===== config.mk =====
export PLATFORM = sky130hd
export DESIGN_NAME = mie_div
export DESIGN_NICKNAME = d
export VERILOG_FILES = /design/src/hw/rtl/mips_integer_instruction_executor_top_assert.svh /design/src/hw/rtl/mie_pkg.sv /design/src/hw/rtl/mie_div.sv
export SDC_FILE = /design/constraint.sdc
export NUM_CORES = 1
export LEC_CHECK = 0
export CAP_MARGIN = 20
export CELL_PAD_IN_SITES_DETAIL_PLACEMENT = 0
export CELL_PAD_IN_SITES_GLOBAL_PLACEMENT = 2
export CORE_UTILIZATION = 41
export CTS_CLUSTER_DIAMETER = 40
export DETAILED_ROUTE_END_ITERATION = 7
export DONT_BUFFER_PORTS = 1
export GPL_TIMING_DRIVEN = 1
export PLACE_DENSITY = 0.83
export SETUP_SLACK_MARGIN = 0.4
export SYNTH_ARGS = -nofsm -noshare
export SYNTH_HDL_FRONTEND = slang
export SYNTH_SLANG_ARGS = --single-unit

===== constraint.sdc =====
create_clock -name clk -period 10.3 [get_ports clk]
set_clock_uncertainty 0.05 [all_clocks]
set_input_delay 2.06 -clock clk [delete_from_list [all_inputs] [get_ports clk]]
set_output_delay 2.06 -clock clk [all_outputs]
set_load 0.1 [all_outputs]

===== src/hw/rtl/mips_integer_instruction_executor_top_assert.svh =====
// Assertion macros for the integer executor
`ifndef MIPS_INTEGER_INSTRUCTION_EXECUTOR_TOP_ASSERT_SVH
`define MIPS_INTEGER_INSTRUCTION_EXECUTOR_TOP_ASSERT_SVH
// Implication checked on every clock, off during reset
`define MIE_ASSERT_IMP(lbl, a, c, msg) \
  lbl: assert property (@(posedge clk) disable iff (rst) (a) |-> (c)) else $error(msg);
// Implication checked in the next cycle
`define MIE_ASSERT_NEXT(lbl, a, c, msg) \
  lbl: assert property (@(posedge clk) disable iff (rst) (a) |=> (c)) else $error(msg);
`endif


===== src/hw/rtl/mie_pkg.sv =====
// ----------------------------------------------------------------------------
// mie_pkg
// Types and constants shared by the integer executor modules.
// ----------------------------------------------------------------------------
`default_nettype none
package mie_pkg;
  localparam logic [31:0] ENTRY_RESET = 32'h1000_0000;

  localparam logic [2:0] KIND_RETIRED = 3'd0;
  localparam logic [2:0] KIND_READ    = 3'd1;
  localparam logic [2:0] KIND_WRITE   = 3'd2;
  localparam logic [2:0] KIND_OVF     = 3'd3;
  localparam logic [2:0] KIND_RSVD    = 3'd4;
  localparam logic [2:0] KIND_HALT    = 3'd5;

  localparam logic [2:0] LK_LB  = 3'd0;
  localparam logic [2:0] LK_LBU = 3'd1;
  localparam logic [2:0] LK_LH  = 3'd2;
  localparam logic [2:0] LK_LHU = 3'd3;
  localparam logic [2:0] LK_LW  = 3'd4;
  localparam logic [2:0] LK_LWL = 3'd5;
  localparam logic [2:0] LK_LWR = 3'd6;

  typedef enum logic [2:0] {
    ST_IDLE, ST_READ, ST_EXEC, ST_DIV, ST_OUT
  } state_t;

  // divider handshake
  typedef struct packed {
    logic        start;
    logic        sgn;
    logic [31:0] a;
    logic [31:0] b;
  } div_req_t;

  typedef struct packed {
    logic        done;
    logic [31:0] quo;
    logic [31:0] rem;
  } div_rsp_t;
endpackage
`default_nettype wire


===== src/hw/rtl/mie_div.sv =====
// ----------------------------------------------------------------------------
// mie_div
// Radix-2 restoring divider, one quotient bit per cycle, sign fixup at end.
// ----------------------------------------------------------------------------
`default_nettype none
module mie_div (
  input  wire logic             clk,
  input  wire logic             rst,
  input  wire mie_pkg::div_req_t req,
  output mie_pkg::div_rsp_t     rsp
);
  logic        busy;
  logic        done;
  logic [5:0]  cnt;
  logic [31:0] rem, quo, dvs;
  logic        neg_q, neg_r;
  logic [32:0] trial;

  assign trial = {rem, quo[31]} - {1'b0, dvs};

  // iteration
  always_ff @(posedge clk) begin
    if (rst) begin
      busy <= 1'b0;
      cnt <= '0;
      done <= 1'b0;
    end else begin
      done <= 1'b0;
      if (req.start) begin
        busy <= 1'b1;
        cnt <= 6'd32;
      end else if (busy) begin
        cnt <= cnt - 6'd1;
        if (cnt == 6'd1) begin
          busy <= 1'b0;
          done <= 1'b1;
        end
      end
    end
  end

  always_ff @(posedge clk) begin
    if (req.start) begin
      neg_q <= req.sgn & (req.a[31] ^ req.b[31]);
      neg_r <= req.sgn & req.a[31];
      quo <= (req.sgn & req.a[31]) ? 32'd0 - req.a : req.a;
      dvs <= (req.sgn & req.b[31]) ? 32'd0 - req.b : req.b;
      rem <= '0;
    end else if (busy) begin
      if (!trial[32]) begin
        rem <= trial[31:0];
        quo <= {quo[30:0], 1'b1};
      end else begin
        rem <= {rem[30:0], quo[31]};
        quo <= {quo[30:0], 1'b0};
      end
    end
  end

  assign rsp.done = done;
  assign rsp.quo = neg_q ? 32'd0 - quo : quo;
  assign rsp.rem = neg_r ? 32'd0 - rem : rem;
endmodule
`default_nettype wire


; After elaboration in Yosys (flattened, before gate mapping)
; Index checks and enable logic that the tools add are counted.
; W data, S select, Z words.
[word_totals]
reg_bits = 106
input_bits = 68
word_cells = 38
[op_classes]
bitwise_logic = 5
reduce_logical = 3
n_mux = 14
n_eq_ne = 1
add_sub_neg = 6
[ops]
columns = cell, count
row1 = $mux W32, 7
row2 = $sub A1 B32 Y32 const A, 4
row3 = $sub A33 B32 Y33, 1
row4 = $mux W6, 2
row5 = $eq A6 B1 Y1 const B, 1
row6 = $sub A6 B1 Y6 const B, 1
row7 = $mux W1, 5
row8 = $and A1 B1 Y1, 3
row9 = $reduce_or A3 Y1, 1
row10 = $reduce_bool A2 Y1, 1
row11 = $reduce_or A2 Y1, 1
row12 = $not A1 Y1, 1
row13 = $xor A1 B1 Y1, 1

; Longest topological paths before layout
[logic_depth]
ltp_word = 4
mapped_depth = 13
depth_no_buf = 12

; Least setup slack after synthesis
; Ideal clock, no wire load.
[synth_timing]
path_kind = register to output
startpoint = register rem[15]
endpoint = output rsp[29] (netlist name)
required_time_ns = 8.190
path_stages_with_launch = 8
t_arrival_ns = 3.364
path_buffers = 0
slack_ns = 4.826
cell_sequence = dfxtp_1 -> or4_4 -> or3_4 -> or4_4 -> or3_1 -> or2_4 -> o41ai_4 -> xnor2_1
[synth_lines]
columns = element, line_no
row1 = "start, declared", mie_div.sv:15  ; logic [31:0] rem, quo, dvs;
row2 = "start signal, assigned", mie_div.sv:51  ; rem <= trial[31:0];
row3 = "start signal, assigned", mie_div.sv:54  ; rem <= {rem[30:0], quo[31]};
row4 = "end, declared", mie_div.sv:10  ; output mie_pkg::div_rsp_t rsp

==> impl.org <==
** Worst setup path
- Data arrival time of the critical path :: 4240 ps
- STA puts the critical path data required time at 8190 ps.
- The critical path is of the reg2out type.
- Crit Path Max Fanout :: 4
- Worst setup startpoint :: quo[0]
- Worst Setup End Kind :: output port
- The worst setup path is launched from a flip-flop.
- The worst register-to-register path begins at rem[0].

** Logic synthesis
- Fraction of synthesis flops using an asynchronous set or reset pin :: 0
- The compound-cell area share of the yosys netlist was 0.205.
- Measured against the total synthesized area, the mux share comes to 0.00121.
- Of all cell types, the one taking the most synthesized area is sky130_fd_sc_hd__edfxtp_1.
- Counting instances in the post-synthesis netlist gives the leading cell types as sky130_fd_sc_hd__nor2_1, sky130_fd_sc_hd__nand2_1, sky130_fd_sc_hd__xnor2_1.
- Simple-gate share of the synthesized area :: 0.189
- Number of warnings reported in the yosys synthesis log :: 0
- Fraction of synthesized cell area in xor and xnor cells :: 0.161
- Of the total synthesized cell area, the portion taken by full adders, half adders and majority gates is 0.0598.
- Most common cell in the synthesized netlist :: sky130_fd_sc_hd__nor2_1
- Main combinational cell family by area after synthesis :: compound AO/OA/AOI/OAI gates
- In this run, distinct cell masters in the synthesized netlist total 59.
- In this run the mean area of a mapped cell was 8.19 um2.
- Of the synthesized area, sequential elements account for 0.336.
- Counting every net in the synthesized netlist gives 1119.
- Counting flops and latches in the post-synthesis netlist gives 106.
- Mapped Area :: 8290 um2
- Cells after Synth :: 1012
- Top post-synthesis cells by area :: sky130_fd_sc_hd__edfxtp_1, sky130_fd_sc_hd__xnor2_1, sky130_fd_sc_hd__dfxtp_1
- Synth top area share :: 0.239
- Yosys mapped a number of flops with a built-in enable equal to 66.
- In the synthesized netlist the dominant register cell turns out to be sky130_fd_sc_hd__edfxtp_1.

** Drt
- For this block, the initial DRC count from the detailed router was 374.
- Drc violations :: 0
- For this block, the via count after detailed routing is 7060.
- Sum of routed wire length over all layers :: 21.8 mm
- The first detailed-routing pass ran for 4 iterations.
- Drt via density :: 5.39
- After detailed routing, the average wire length per cell comes to 16.6 um.
- In this run the remaining antenna-violating nets after routing total 0.

** Placement
- Buffers placed on the I/O ports in this run total 0.
- The wire-length estimate of the detail-placed layout is 16.7 mm.
- Global placement routability congestion :: 0.826
- Once placement completed, the tool counted placed cells totaling 1295.

** CTS
- Clk_lat worst skew :: 360 ps
- TritonCTS clock tree :: yes
- The root buffer cell chosen for the clock tree is sky130_fd_sc_hd__clkbuf_16.
- Clock tree synthesis inserted a total of 9 buffers.
- Post-CTS resize count :: 0
- Setup repair bufs after CTS :: 0
- No sink is reached through more buffers than the 2 on the longest clock path.
- After clock tree synthesis, the clock-pin slew on the worst setup and hold paths is 70 ps.
- Hold repair after CTS inserted 0 buffers.
- The H-tree was split into 3 levels.
- Clock tree synthesis found a total of 106 sinks.

** Floorplan
- Height of the die :: 144 um
- The initial utilization of the core area, before any placement, comes to 0.422.
- The initialized floorplan defines 51 standard-cell rows.
- The die is 144 um wide.
- During I/O placement, the number of pins put on the boundary was 133.
- Core footprint :: 19700 um2
- The die covers 20800 um2.

** Timing
- In this run the tightest slew margin relative to its limit is 0.249.
- Derived from the worst setup path, the maximum achievable clock frequency is 157 MHz.
- Final setup viols :: 0
- Setup repair after global routing left no endpoint under its margin.
- Final hold viol count :: 0
- Period Utilization, post-route :: 0.617
- The final max-slew violation count came to 0.
- At the pin with the least slew margin, the transition time is 1120 ps.
- The smallest clock period supported by the final layout is computed as 6350 ps.
- Post-route setup TNS :: 0 ps

** Min path
- Kind of path behind the tightest hold check :: reg2reg
- The worst hold path begins at cnt[0].

** Pwr
- Summed over all cells, the static leakage comes to 3.92 nW.
- PwrDens :: 183 nW/um2
- VDD sags by at most 79.9 uV.

** Finish
- Share of post-route cells with drive strength above 1 :: 0.148
- Counting the fill cells in the layout gives 1960.
- Post-layout net count :: 1148
- Antenna diode count :: 0
- Excluding fillers, the count of instances in the completed layout stands at 1310.
- Synth-to-Final Area Change :: 19.3%

** Status
- The flow ran to the end, and the final reports show no timing, DRC or antenna violations.

** Global routing
- Overall global routing resource usage :: 0.213
- The first global-routing pass estimated 34.4 mm of wire.
- The via count of the first global-routing pass is 6513.
- Antenna violations before repair :: 0
- Summed over all layers, the global routing overflow is 0.
- Largest net degree at the start of global routing :: 128

** Job
- Number of max-cap violations :: 0
flip-flops by register name, indices dropped and copies added (netlist names):
signal  flops
quo        32
cnt         6
busy        1
neg_r       1
rem        32
done        1
neg_q       1
dvs        32
per-layer routing:
layer / GRT usage / vias to the layer above / part of all wire
met3: 0.0404 / 12 / 0.050
met2: 0.311 / 131 / 0.42
met4: 0.0388 / 0 / 0.0071
met5: 0 / - / 0
met1: 0.324 / 3253 / 0.53
li1: - / 3664 / -
logic make-up after synthesis:
family | Yosys count
compound gates | 265
xor+xnor | 152
fa+ha+maj | 39
buf+inv | 105
flops | 106
mux | 1
simple gates | 344
placed cells by master, fill, tap and decap left out, types with 5 or more instances in the layout:
cell	n
sky130_fd_sc_hd__nor4_1	8
sky130_fd_sc_hd__a311oi_1	17
sky130_fd_sc_hd__nand2b_1	13
sky130_fd_sc_hd__a21oi_1	90
sky130_fd_sc_hd__nand3_1	21
sky130_fd_sc_hd__clkbuf_16	9
sky130_fd_sc_hd__a211oi_1	7
sky130_fd_sc_hd__xor2_1	48
sky130_fd_sc_hd__o211ai_1	8
sky130_fd_sc_hd__buf_8	18
sky130_fd_sc_hd__a31oi_1	5
sky130_fd_sc_hd__o31ai_1	29
sky130_fd_sc_hd__ha_1	38
sky130_fd_sc_hd__dfxtp_1	40
sky130_fd_sc_hd__o41ai_1	12
sky130_fd_sc_hd__inv_1	59
sky130_fd_sc_hd__or4_1	10
sky130_fd_sc_hd__nor3_1	22
sky130_fd_sc_hd__nor2_1	117
sky130_fd_sc_hd__o21ai_0	57
sky130_fd_sc_hd__nand2_1	115
sky130_fd_sc_hd__xnor2_2	59
sky130_fd_sc_hd__or3_1	13
sky130_fd_sc_hd__a21o_1	10
sky130_fd_sc_hd__edfxtp_1	66
sky130_fd_sc_hd__xnor2_1	42
sky130_fd_sc_hd__buf_4	43
worst max-delay path: stages (launching register included):
cell and delay (ps):
sky130_fd_sc_hd__edfxtp_1 800, sky130_fd_sc_hd__or3_1 550, sky130_fd_sc_hd__or3b_1 430, sky130_fd_sc_hd__or2_2 330
sky130_fd_sc_hd__or3_1 380, sky130_fd_sc_hd__nor3_1 290, sky130_fd_sc_hd__nand3_1 180, sky130_fd_sc_hd__o41ai_1 500
sky130_fd_sc_hd__xnor2_2 200, sky130_fd_sc_hd__buf_8 230
through the flow:
step                 util  power (mW)  worst slack (ps)  hold WS, ps  cell area [um2]
global route        0.503        1.90              3670          492             9890
floorplan               -        1.23              4830          413             8290
finish              0.503        1.81              3950          445             9890
detailed placement  0.488        1.47              4310          441             9590
global placement    0.470        1.41              4330          426             9240
CTS                 0.503        1.83              3900          451             9890
final cells by class:
type                       instances  area, um2  area share
multi-input combinational        801       5580       0.565
clock buffer                      10        239      0.0242
tap                              265        332      0.0335
inverter                          59        221      0.0224
timing repair buffer              64        676      0.0683
sequential                       106       2780       0.281
clock inverter                     5       55.1     0.00557
path summary, 6_finish.rpt:
| check | depth (start not counted) | slack [ps] | to |
|---|---|---|---|
| setup / recovery | 9 | 3950 | rsp[61] |
| hold / removal | 2 | 450 | cnt[0] |
| setup reg to reg | 11 | 5970 | rem[18] |
| hold reg to reg | 2 | 450 | cnt[0] |
where the power goes:
part	switching (mW)	internal [mW]	total, mW
combinational	0.621	0.273	0.893
sequential	0.0663	0.500	0.567
clock	0.157	0.193	0.350
total	0.844	0.966	1.81
Power figures use the tool's default switching activity.
